`config.mk`:
```
export PLATFORM = sky130hd
export DESIGN_NAME = jpeg_marker_section_splitter
export DESIGN_NICKNAME = d
export VERILOG_FILES = /design/src/rtl/jmss_pkg.sv /design/src/rtl/jmss_parser.sv /design/src/rtl/jmss_out_queue.sv /design/src/rtl/jpeg_marker_section_splitter.sv
export SDC_FILE = /design/constraint.sdc
export NUM_CORES = 1
export LEC_CHECK = 0
export ABC_CLOCK_PERIOD_IN_PS = 9550
export BUFFER_PORTS_ARGS = -buffer_cell sky130_fd_sc_hd__buf_2
export CORE_ASPECT_RATIO = 1.4
export CORE_MARGIN = 5
export CORE_UTILIZATION = 41
export DETAILED_ROUTE_END_ITERATION = 10
export PLACE_DENSITY = 0.6
export REMOVE_ABC_BUFFERS = 1
export SYNTH_ARGS = -nofsm -noshare
export SYNTH_HDL_FRONTEND = slang
export SYNTH_SLANG_ARGS = --single-unit
export TNS_END_PERCENT = 50
```
`constraint.sdc`:
```
create_clock -name clock -period 9.55 [get_ports clock]
set_clock_uncertainty 0.05 [all_clocks]
set_input_delay 2.3875 -clock clock [delete_from_list [all_inputs] [get_ports clock]]
set_output_delay 2.3875 -clock clock [all_outputs]
set_load 0.01 [all_outputs]
```
`src/rtl/jmss_pkg.sv`:
```
// ----------------------------------------------------------------------------
// JPEG marker section splitter package
// Shared payload types, marker codes and sizing constants.
// ----------------------------------------------------------------------------
`timescale 1ns / 1ps
`default_nettype none

package jmss_pkg;

   localparam int MaxSectionsDefault = 16;
   localparam int FifoDepth          = 8;

   localparam logic [7:0] MARKER_PREFIX = 8'hFF;
   localparam logic [7:0] CODE_EOI      = 8'hD9;
   localparam logic [7:0] CODE_SOF0     = 8'hC0;
   localparam logic [7:0] CODE_DHT      = 8'hC4;
   localparam logic [7:0] CODE_SOS      = 8'hDA;
   localparam logic [7:0] CODE_DQT      = 8'hDB;

   localparam logic KIND_SECTION = 1'b0;
   localparam logic KIND_SUMMARY = 1'b1;

   typedef struct packed {
      logic [7:0] data_byte;
      logic       last_byte;
   } req_payload_type;

   typedef struct packed {
      logic        record_kind;
      logic        segment;
      logic [7:0]  marker_code;
      logic [31:0] start_offset;
      logic [31:0] section_length;
      logic [3:0]  section_index;
      logic        keep_segment;
      logic        overflow;
      logic        end_of_run;
   } rsp_payload_type;

   // Results produced by one byte, handed to the output queue.
   typedef struct packed {
      logic [1:0]      count;
      rsp_payload_type first;
      rsp_payload_type second;
   } push_type;

   function automatic logic is_important(input logic [7:0] code);
      is_important = (code == CODE_SOF0) || (code == CODE_DHT) ||
                     (code == CODE_SOS)  || (code == CODE_DQT);
   endfunction

endpackage

`default_nettype wire

```
`src/rtl/jmss_parser.sv`:
```
// ----------------------------------------------------------------------------
// JPEG marker section splitter: byte parser
// Input register, marker detection and section bookkeeping for one byte.
// ----------------------------------------------------------------------------
`timescale 1ns / 1ps
`default_nettype none

module jmss_parser #(
   parameter int MAX_SECTIONS = jmss_pkg::MaxSectionsDefault
) (
   input  wire                       clock,
   input  wire                       reset,
   input  wire                       in_accept,
   input  jmss_pkg::req_payload_type in_data,
   output logic                      busy,
   output jmss_pkg::push_type        push
);
   import jmss_pkg::*;

   // The count is at least four bits wide so that the index always has a
   // full four-bit slice to take from.
   localparam int CW = ($clog2(MAX_SECTIONS + 2) > 4) ? $clog2(MAX_SECTIONS + 2) : 4;
   localparam logic [CW-1:0] MAX_C  = CW'(MAX_SECTIONS);
   localparam logic [CW-1:0] MAX_C1 = CW'(MAX_SECTIONS + 1);

   logic            in_v_ff;
   req_payload_type in_d_ff;

   logic [7:0]    prev_ff, prev_in;
   logic [31:0]   pos_ff, pos_in;
   logic [1:0]    eoi_ff, eoi_in;
   logic          open_ff, open_in;
   logic [7:0]    omark_ff, omark_in;
   logic [31:0]   ostart_ff, ostart_in;
   logic [CW-1:0] cnt_ff, cnt_in;
   logic          tmany_ff, tmany_in;

   logic            marker, close;
   logic [31:0]     mstart;
   logic [CW-1:0]   idx_full;
   logic [3:0]      idx;
   logic            keep;
   rsp_payload_type sec_rec, sum_rec;

   always_ff @(posedge clock) begin
      if (reset) begin
         in_v_ff <= 1'b0;
      end else begin
         in_v_ff <= in_accept;
      end
      if (in_accept) begin
         in_d_ff <= in_data;
      end
   end

   assign busy = in_v_ff;

   always_comb begin
      marker   = (eoi_ff < 2'd2) && (prev_ff == MARKER_PREFIX) &&
                 (in_d_ff.data_byte != 8'd0);
      close    = marker && open_ff;
      mstart   = pos_ff - 32'd1;
      idx_full = (cnt_ff != '0) ? cnt_ff - CW'(1) : '0;
      idx      = (idx_full > CW'(15)) ? 4'd15 : idx_full[3:0];

      prev_in   = in_d_ff.data_byte;
      pos_in    = pos_ff + 32'd1;
      eoi_in    = eoi_ff;
      open_in   = open_ff;
      omark_in  = omark_ff;
      ostart_in = ostart_ff;
      cnt_in    = cnt_ff;
      tmany_in  = tmany_ff;

      if (marker) begin
         if (open_ff) begin
            open_in = 1'b0;
         end
         if (in_d_ff.data_byte == CODE_EOI) begin
            eoi_in = eoi_ff + 2'd1;
            cnt_in = '0;
         end else if (is_important(in_d_ff.data_byte)) begin
            if (cnt_ff >= MAX_C) begin
               tmany_in = 1'b1;
               cnt_in   = MAX_C1;
            end else begin
               cnt_in = cnt_ff + CW'(1);
            end
            open_in   = 1'b1;
            omark_in  = in_d_ff.data_byte;
            ostart_in = mstart;
         end
      end

      // The summary sees the EOI count after this byte.
      keep = (eoi_in >= 2'd2);

      sec_rec.record_kind    = KIND_SECTION;
      sec_rec.segment        = eoi_ff[0];
      sec_rec.marker_code    = omark_ff;
      sec_rec.start_offset   = ostart_ff;
      sec_rec.section_length = mstart - ostart_ff;
      sec_rec.section_index  = idx;
      sec_rec.keep_segment   = 1'b0;
      sec_rec.overflow       = 1'b0;
      sec_rec.end_of_run     = !in_d_ff.last_byte;

      sum_rec.record_kind    = KIND_SUMMARY;
      sum_rec.segment        = keep;
      sum_rec.marker_code    = 8'd0;
      sum_rec.start_offset   = 32'd0;
      sum_rec.section_length = 32'd0;
      sum_rec.section_index  = 4'd0;
      sum_rec.keep_segment   = keep;
      sum_rec.overflow       = tmany_in;
      sum_rec.end_of_run     = 1'b1;

      push.count  = in_v_ff ? ({1'b0, close} + {1'b0, in_d_ff.last_byte}) : 2'd0;
      push.first  = close ? sec_rec : sum_rec;
      push.second = sum_rec;
   end

   always_ff @(posedge clock) begin
      if (reset) begin
         prev_ff   <= 8'd0;
         pos_ff    <= 32'd0;
         eoi_ff    <= 2'd0;
         open_ff   <= 1'b0;
         omark_ff  <= 8'd0;
         ostart_ff <= 32'd0;
         cnt_ff    <= '0;
         tmany_ff  <= 1'b0;
      end else if (in_v_ff) begin
         if (in_d_ff.last_byte) begin
            // The final byte returns everything to the start-of-stream state.
            prev_ff   <= 8'd0;
            pos_ff    <= 32'd0;
            eoi_ff    <= 2'd0;
            open_ff   <= 1'b0;
            omark_ff  <= 8'd0;
            ostart_ff <= 32'd0;
            cnt_ff    <= '0;
            tmany_ff  <= 1'b0;
         end else begin
            prev_ff   <= prev_in;
            pos_ff    <= pos_in;
            eoi_ff    <= eoi_in;
            open_ff   <= open_in;
            omark_ff  <= omark_in;
            ostart_ff <= ostart_in;
            cnt_ff    <= cnt_in;
            tmany_ff  <= tmany_in;
         end
      end
   end

endmodule

`default_nettype wire

```
`src/rtl/jmss_out_queue.sv`:
```
// ----------------------------------------------------------------------------
// JPEG marker section splitter: output queue
// Small record queue: up to two records in per cycle, one out when rsp_ready.
// ----------------------------------------------------------------------------
`timescale 1ns / 1ps
`default_nettype none

module jmss_out_queue (
   input  wire                        clock,
   input  wire                        reset,
   input  jmss_pkg::push_type         push,
   input  wire                        busy,
   output logic                       space_ok,
   output logic                       rsp_valid,
   input  wire                        rsp_ready,
   output jmss_pkg::rsp_payload_type  rsp_data
);
   import jmss_pkg::*;

   localparam int AW = $clog2(FifoDepth);
   localparam int LW = $clog2(FifoDepth + 1);

   rsp_payload_type mem [FifoDepth];

   logic [AW-1:0] wr_ff, wr_in;
   logic [AW-1:0] rd_ff, rd_in;
   logic [LW-1:0] level_ff, level_in;
   logic          pop;
   logic [AW-1:0] wr_next;

   assign rsp_valid = (level_ff != '0);
   assign rsp_data  = mem[rd_ff];
   assign pop       = rsp_valid && rsp_ready;
   assign wr_next   = wr_ff + AW'(1);

   // A new byte is taken only if the queue can still absorb two records from
   // the byte now in the parser and two from the new one.
   assign space_ok = ({1'b0, level_ff} + {{(LW - 1){1'b0}}, busy, 1'b0}) <=
                     (LW + 1)'(FifoDepth - 2);

   always_comb begin
      wr_in    = wr_ff + AW'(push.count);
      rd_in    = pop ? rd_ff + AW'(1) : rd_ff;
      level_in = level_ff + LW'(push.count) - LW'(pop);
   end

   always_ff @(posedge clock) begin
      if (push.count != 2'd0) begin
         mem[wr_ff] <= push.first;
      end
      if (push.count == 2'd2) begin
         mem[wr_next] <= push.second;
      end
   end

   always_ff @(posedge clock) begin
      if (reset) begin
         wr_ff    <= '0;
         rd_ff    <= '0;
         level_ff <= '0;
      end else begin
         wr_ff    <= wr_in;
         rd_ff    <= rd_in;
         level_ff <= level_in;
      end
   end

endmodule

`default_nettype wire

```
`src/rtl/jpeg_marker_section_splitter.sv`:
```
// ----------------------------------------------------------------------------
// JPEG marker section splitter
// Splits a JPEG byte stream into sections at important markers.
// ----------------------------------------------------------------------------
// Usage:
//   The req channel carries one stream byte per beat with a flag on the final
//   byte. The rsp channel carries records: one per closed section (opened by
//   SOF0, DHT, SOS or DQT, closed by the next marker) and a summary record on
//   the final byte that names the segment to keep and flags section overflow.
//   A byte yields zero, one or two records; end_of_run marks the last of them.
//   Throughput is one byte per cycle, set by the per-byte parser register,
//   while req_ready stays high. A record reaches rsp through the input
//   register and then the output queue; the two records of one byte leave
//   rsp one at a time.
//   When the receiver stalls, records collect in an eight-entry queue and
//   req_ready drops once the queue cannot take two more bytes' worth.
//   Synchronous reset empties the queue and clears the stream state; the
//   state also returns to its start value after each final byte.
// ----------------------------------------------------------------------------
`timescale 1ns / 1ps
`default_nettype none

module jpeg_marker_section_splitter #(
   parameter int MAX_SECTIONS = jmss_pkg::MaxSectionsDefault
) (
   input  wire                        clock,
   input  wire                        reset,
   input  wire                        req_valid,
   output logic                       req_ready,
   input  jmss_pkg::req_payload_type  req_data,
   output logic                       rsp_valid,
   input  wire                        rsp_ready,
   output jmss_pkg::rsp_payload_type  rsp_data
);
   import jmss_pkg::*;

   push_type push;
   logic     busy;
   logic     space_ok;
   logic     in_accept;

   assign req_ready = space_ok;
   assign in_accept = req_valid && req_ready;

   jmss_parser #(
      .MAX_SECTIONS(MAX_SECTIONS)
   ) u_parser (
      .clock     (clock),
      .reset     (reset),
      .in_accept (in_accept),
      .in_data   (req_data),
      .busy      (busy),
      .push      (push)
   );

   jmss_out_queue u_queue (
      .clock     (clock),
      .reset     (reset),
      .push      (push),
      .busy      (busy),
      .space_ok  (space_ok),
      .rsp_valid (rsp_valid),
      .rsp_ready (rsp_ready),
      .rsp_data  (rsp_data)
   );

endmodule

`default_nettype wire

```
Word-level counts from Yosys, hierarchy flattened

Memory sizes are Yosys's and may differ from the RTL's. A register that Yosys moved wholly into a read port is not among the register bits.
Cells that the tools add are included.

Flip-flop bits (word level): 109
Bits in writable memories: 648
Bits of input ports: 13
Logic and storage cells: 97
Memories: 1

Memory list:

| memory      | words | width | rd ports | clocked after Yosys merged registers in | write ports | line                 | text |
|---|---|---|---|---|---|---|---|
| u_queue.mem | 8     | 81    | 1        | 1                                       | 2           | jmss_out_queue.sv:23 | `rsp_payload_type mem [FifoDepth];` |

Add/subtract/negate cells: 13
Order comparisons: 5
Eq/ne operators: 8
Multiplexer cells: 37
Reduce and logical (&&, ||, !) cells: 19

Operator list:

| cell                                                           | count |
|---|---|
| two-way mux 32 bit                                             | 5 |
| two-way mux 81 bit                                             | 1 |
| == test 8 bit, second input constant                           | 6 |
| two-way mux 8 bit                                              | 5 |
| adder 32 x 1 -> 32 bit, second input constant                  | 1 |
| subtractor 32 x 1 -> 32 bit, second input constant             | 1 |
| subtractor 32 bit                                              | 1 |
| two-way mux 5 bit                                              | 6 |
| two-way mux 1 bit                                              | 13 |
| two-way mux 2 bit                                              | 4 |
| nonzero test 8 bit                                             | 1 |
| adder 3 x 1 -> 3 bit, second input constant                    | 2 |
| two-way mux 3 bit                                              | 2 |
| nonzero test 2 bit                                             | 3 |
| adder 4 x 2 -> 5 bit                                           | 1 |
| adder 5 x 1 -> 5 bit, second input constant                    | 1 |
| >= comparator 5 bit, second input constant                     | 1 |
| greater-than comparator 5 x 4 -> 1 bit, second input constant  | 1 |
| less-or-equal comparator 5 x 3 -> 1 bit, second input constant | 1 |
| logical AND 1 bit                                              | 5 |
| nonzero test 5 bit                                             | 1 |
| subtractor 5 x 1 -> 5 bit, second input constant               | 1 |
| adder 4 x 2 -> 4 bit                                           | 1 |
| two-way mux 4 bit                                              | 1 |
| other kinds (15)                                               | 17 |

Longest topological paths before layout

Depth after elaboration: 9
Depth in mapped cells: 16

Modules after synthesis

Synthesis repeated with hierarchy kept, for this count alone.

Cells, all modules: 2716
Area, all modules: 40114.7 um^2

By module, submodules not included:

| module                       | times used | cells each | area an instance (um^2) | seq. area each (um^2) |
|---|---|---|---|---|
| jmss_out_queue               | 1          | 1750       | 32730.1                 | 19718.9 |
| jmss_parser                  | 1          | 965        | 7378.3                  | 2072.0 |
| jpeg_marker_section_splitter | 1          | 1          | 6.3                     | 0.0 |

Worst setup path before layout

OpenSTA, ideal clock, no wires.

Kind: flip-flop to output port
Start point: reg (tool-made name)
End point: out rsp_data[79] (netlist name)
Arrival time: 2.222 ns
Data required time: 7.113 ns
Path slack: 4.890 ns
Cell stages (with the launch flop): 6
Path buffers: 3
Cell sequence: dfxtp_1 > clkbuf_1 > buf_2 > buf_1 > mux4_2 > mux2_2

RTL lines:

| element       | line                               | text |
|---|---|---|
| end, declared | jpeg_marker_section_splitter.sv:33 | `output jmss_pkg::rsp_payload_type rsp_data` |

==> results by group <==
Pwr
  – Leak Pwr: 12.67 nW
  – Switching power: 0.002041 W
  – Int Pwr: 0.005387 W
  – PD cells: 209.9 nW/um2
  – Gate power share: 14.5%
  – Switch share: 27.48%
  – Clock power frac: 40.8%
  – Max rail drop VDD: 166.8 uV
  – Sequential power share: 44.7%

Global route
  – First-pass GRT wire length: 143.3 mm
  – Vias in the first global route: 24270
  – Total grt overflow: 0
  – Initial antenna violation count: 1
  – Total track usage: 21.76%
  – Largest net degree at the start of global routing: 88

STA
  – Minimum clock period: 5844 ps
  – Post-Route Setup TNS: 0 ps
  – Fin. Hold Viols: 0
  – Setup violations, final: 0
  – Fmax: 171.1 MHz
  – RSZ-0062 raised after global routing: no
  – Worst Max-Slew Pin Slew: 1305 ps
  – Relative slew slack: 12.98%
  – Final worst-path cycle share: 61.19%
  – Max Slew Vio Count: 0

Hold path
  – Hold Path Stages: 2
  – HP Class: flop to flop

Yosys
  – Synth Flop Type: dfxtp_1
  – Cells after Synth: 3238
  – Xor/xnor share of the synthesized area: 2.373%
  – Compound-cell area share of the yosys netlist: 15.15%
  – Multiplexer share of the synthesized area: 14.56%
  – Post-Synth Adder-Cell Area: 2.148%
  – Synthesized area per cell: 9.786 um2
  – Ys async rst share: 0%
  – Post-synth EDFFs: 33
  – Main combinational cell family by area after synthesis: compound AO/OA/AOI/OAI gates
  – Synth unique cells: 66
  – Mapped Area: 31690 um2
  – Synth Register Bits: 760
  – Seq/Total Area, Yosys: 49.06%
  – Simple-gate area share of the yosys netlist: 13.05%
  – Yosys warns: 0

Worst setup path
  – WP data arrival: 3410 ps
  – Crit path required time: 7110 ps
  – Worst Setup Start Kind: flop
  – Setup crit end kind: output port
  – Worst r2r path cells: 11
  – Crit Path Category: flop to output port
  – CP max FO: 57

Routing
  – Routed vias/inst: 5.677
  – Vias post-DR: 24100
  – Post-Route WL: 92.49 mm
  – DRT iter0 DRCs: 1682
  – Routed Antenna Nets: 0
  – Avg WL per Cell: 21.79 um
  – DRC Markers: 0
  – First-pass detailed-route iteration total: 7

Place
  – Hpwl dp: 55.29 mm
  – Placer Congestion: 0.8680
  – Port bufs: 95

Floorplanning
  – Core Region: 76570 um2
  – Die Ht: 338.9 um
  – DIE AREA: 83030 um2
  – Num rows: 120
  – Die Wd: 245.0 um
  – Starting Density: 41.38%
  – Ports: 96

Clock tree
  – Clk_lat worst skew: 630 ps
  – Post-CTS Setup Bufs: 0
  – CTS Buf Count: 76
  – Clock transition at path regs: 60 ps
  – Root Driver: clkbuf_16
  – Clk buf depth: 3
  – CTS H-tree depth: 3
  – Cts hold-fix bufs: 0
  – Sink Count: 760
  – CTS tree: done
  – PostCTS Resize Cnt: 0

Final layout
  – Filler cells: 7279
  – Share of post-route cells with drive strength above 1: 16.65%
  – Ant diodes: 0
  – P&R area growth vs syn: 11.70%
  – # nets final: 3271
  – Fin util: 46.22%

Outcome
  – Status: complete, no violations

Run
  – MaxCap Viol Count: 0
==> stage by stage <==
step / hold slack (ps) / setup WS, ps / instance area [um2] / std cells / total power, W
detailed placement: 384.6 / 4213 / 32890 / 4105 / 0.004479
global placement: 377.5 / 4327 / 32890 / 4105 / 0.004478
finish: 395.6 / 3706 / 35390 / 4244 / 0.007428
CTS: 398.3 / 3643 / 35390 / 4244 / 0.007500
floorplan: 369.6 / 602.8 / 30750 / 2995 / 0.004198
global route: 415.3 / 3561 / 35390 / 4244 / 0.007710
==> power groups by stage <==
| stage | clock [W] | combinational, W | sequential, W |
|---|---|---|---|
| 6_report | 0.00303 | 0.00108 | 0.00332 |
| 5_1_grt | 0.00321 | 0.00117 | 0.00333 |
| 4_1_cts | 0.00309 | 0.00109 | 0.00332 |
| 3_5_place_dp | 0 | 0.00109 | 0.00339 |
| 3_3_place_gp | 0 | 0.00109 | 0.00339 |
| 2_1_floorplan | 0 | 0.000707 | 0.00349 |
==> Yosys cell counts (all sizes together), types with 20 or more instances <==
library cell	instances	area share, %
nand3	28	0.48
nor3	30	0.60
a22oi	41	0.97
ha	48	1.9
clkbuf	208	2.5
nand4	20	0.39
nor2	164	1.9
xnor2	28	0.77
inv	61	0.72
mux4	162	12
o21ai	559	8.8
nand2	605	7.2
a21oi	66	1.0
a22o	88	2.4
mux2	83	2.9
dfxtp	727	46
xor2	57	1.6
edfxtp	33	3.1
buf	35	0.49
==> logic make-up (layout without fill, tap and decap cells) <==
| group | Yosys count | after routing |
|---|---|---|
| AOI/OAI and AO/OA | 829 | 829 |
| xor gates and xnor gates | 85 | 85 |
| adders and majority gates | 53 | 53 |
| buffers and inverters | 304 | 334 |
| DFF | 760 | 760 |
| muxes | 248 | 248 |
| and+or+nand+nor | 959 | 959 |
==> metal layers <==
layer / up-vias / track usage, % / part of all wire (%)
li1: 11390 / - / -
met1: 11970 / 27.41 / 41
met2: 593 / 38.99 / 51
met3: 142 / 2.823 / 4.6
met4: 0 / 6.408 / 2.7
met5: - / 0 / 0
==> worst max-delay path, cell delays in order, from the launching register on <==
cell and delay [ps]:
dfxtp_4 750, buf_4 870, mux4_2 600, mux2_2 340
buf_2 160
==> sequential cells by signal, indices dropped and copies added (netlist names), named ones only <==
signal and count:
u_queue.mem 648, u_parser.ostart_ff 32, u_parser.pos_ff 32, u_parser.omark_ff 8
u_parser.prev_ff 8, u_parser.prev_in 8, u_parser.cnt_ff 5, u_queue.level_ff 4
u_queue.rd_ff 3, u_queue.wr_ff 3, u_parser.eoi_ff 2, u_parser.busy 1
u_parser.in_d_ff 1, u_parser.open_ff 1, u_parser.tmany_ff 1
==> area by class of cell <==
cell class | count | area (um2) | share of cell area [%]
tap | 976 | 1221 | 3.450
inverter | 61 | 229.0 | 0.6469
clock buffer | 104 | 2138 | 6.041
timing repair buffer | 134 | 793.3 | 2.241
clock inverter | 35 | 365.4 | 1.032
sequential | 760 | 15560 | 43.95
multi-input combinational | 2174 | 15090 | 42.64
==> worst paths after layout <==
kind	from	end	slack (ps)
max	flop	rsp_data[64]	3710
min	u_queue.mem[3][57]$_SDFFE_PP0P_	u_queue.mem[3][57]$_SDFFE_PP0P_	400
max reg2reg	u_parser.prev_in[2]$_DFFE_PP_	u_queue.mem[1][34]$_SDFFE_PP0P_	4070
min reg2reg	u_queue.mem[3][57]$_SDFFE_PP0P_	u_queue.mem[3][57]$_SDFFE_PP0P_	400
==> cells in the final DEF, fill, tap and decap left out, types with 12 or more instances in the layout <==
master / instances
edfxtp_1: 33
nand3_1: 27
mux2_2: 83
and3_1: 15
nand2_1: 597
dfxtp_1: 724
or3_1: 12
o21ai_0: 549
xnor2_1: 28
ha_1: 48
inv_1: 61
o31ai_1: 13
a22oi_1: 41
xor2_1: 56
nand4_1: 20
nor2_1: 153
buf_2: 95
clkbuf_16: 77
nand2b_1: 13
nor2b_1: 16
buf_4: 37
clkinv_2: 18
a22o_1: 88
nor3_1: 26
a21oi_1: 66
clkbuf_1: 16
mux4_2: 162
Note: power is estimated with default switching activity, not from simulation.
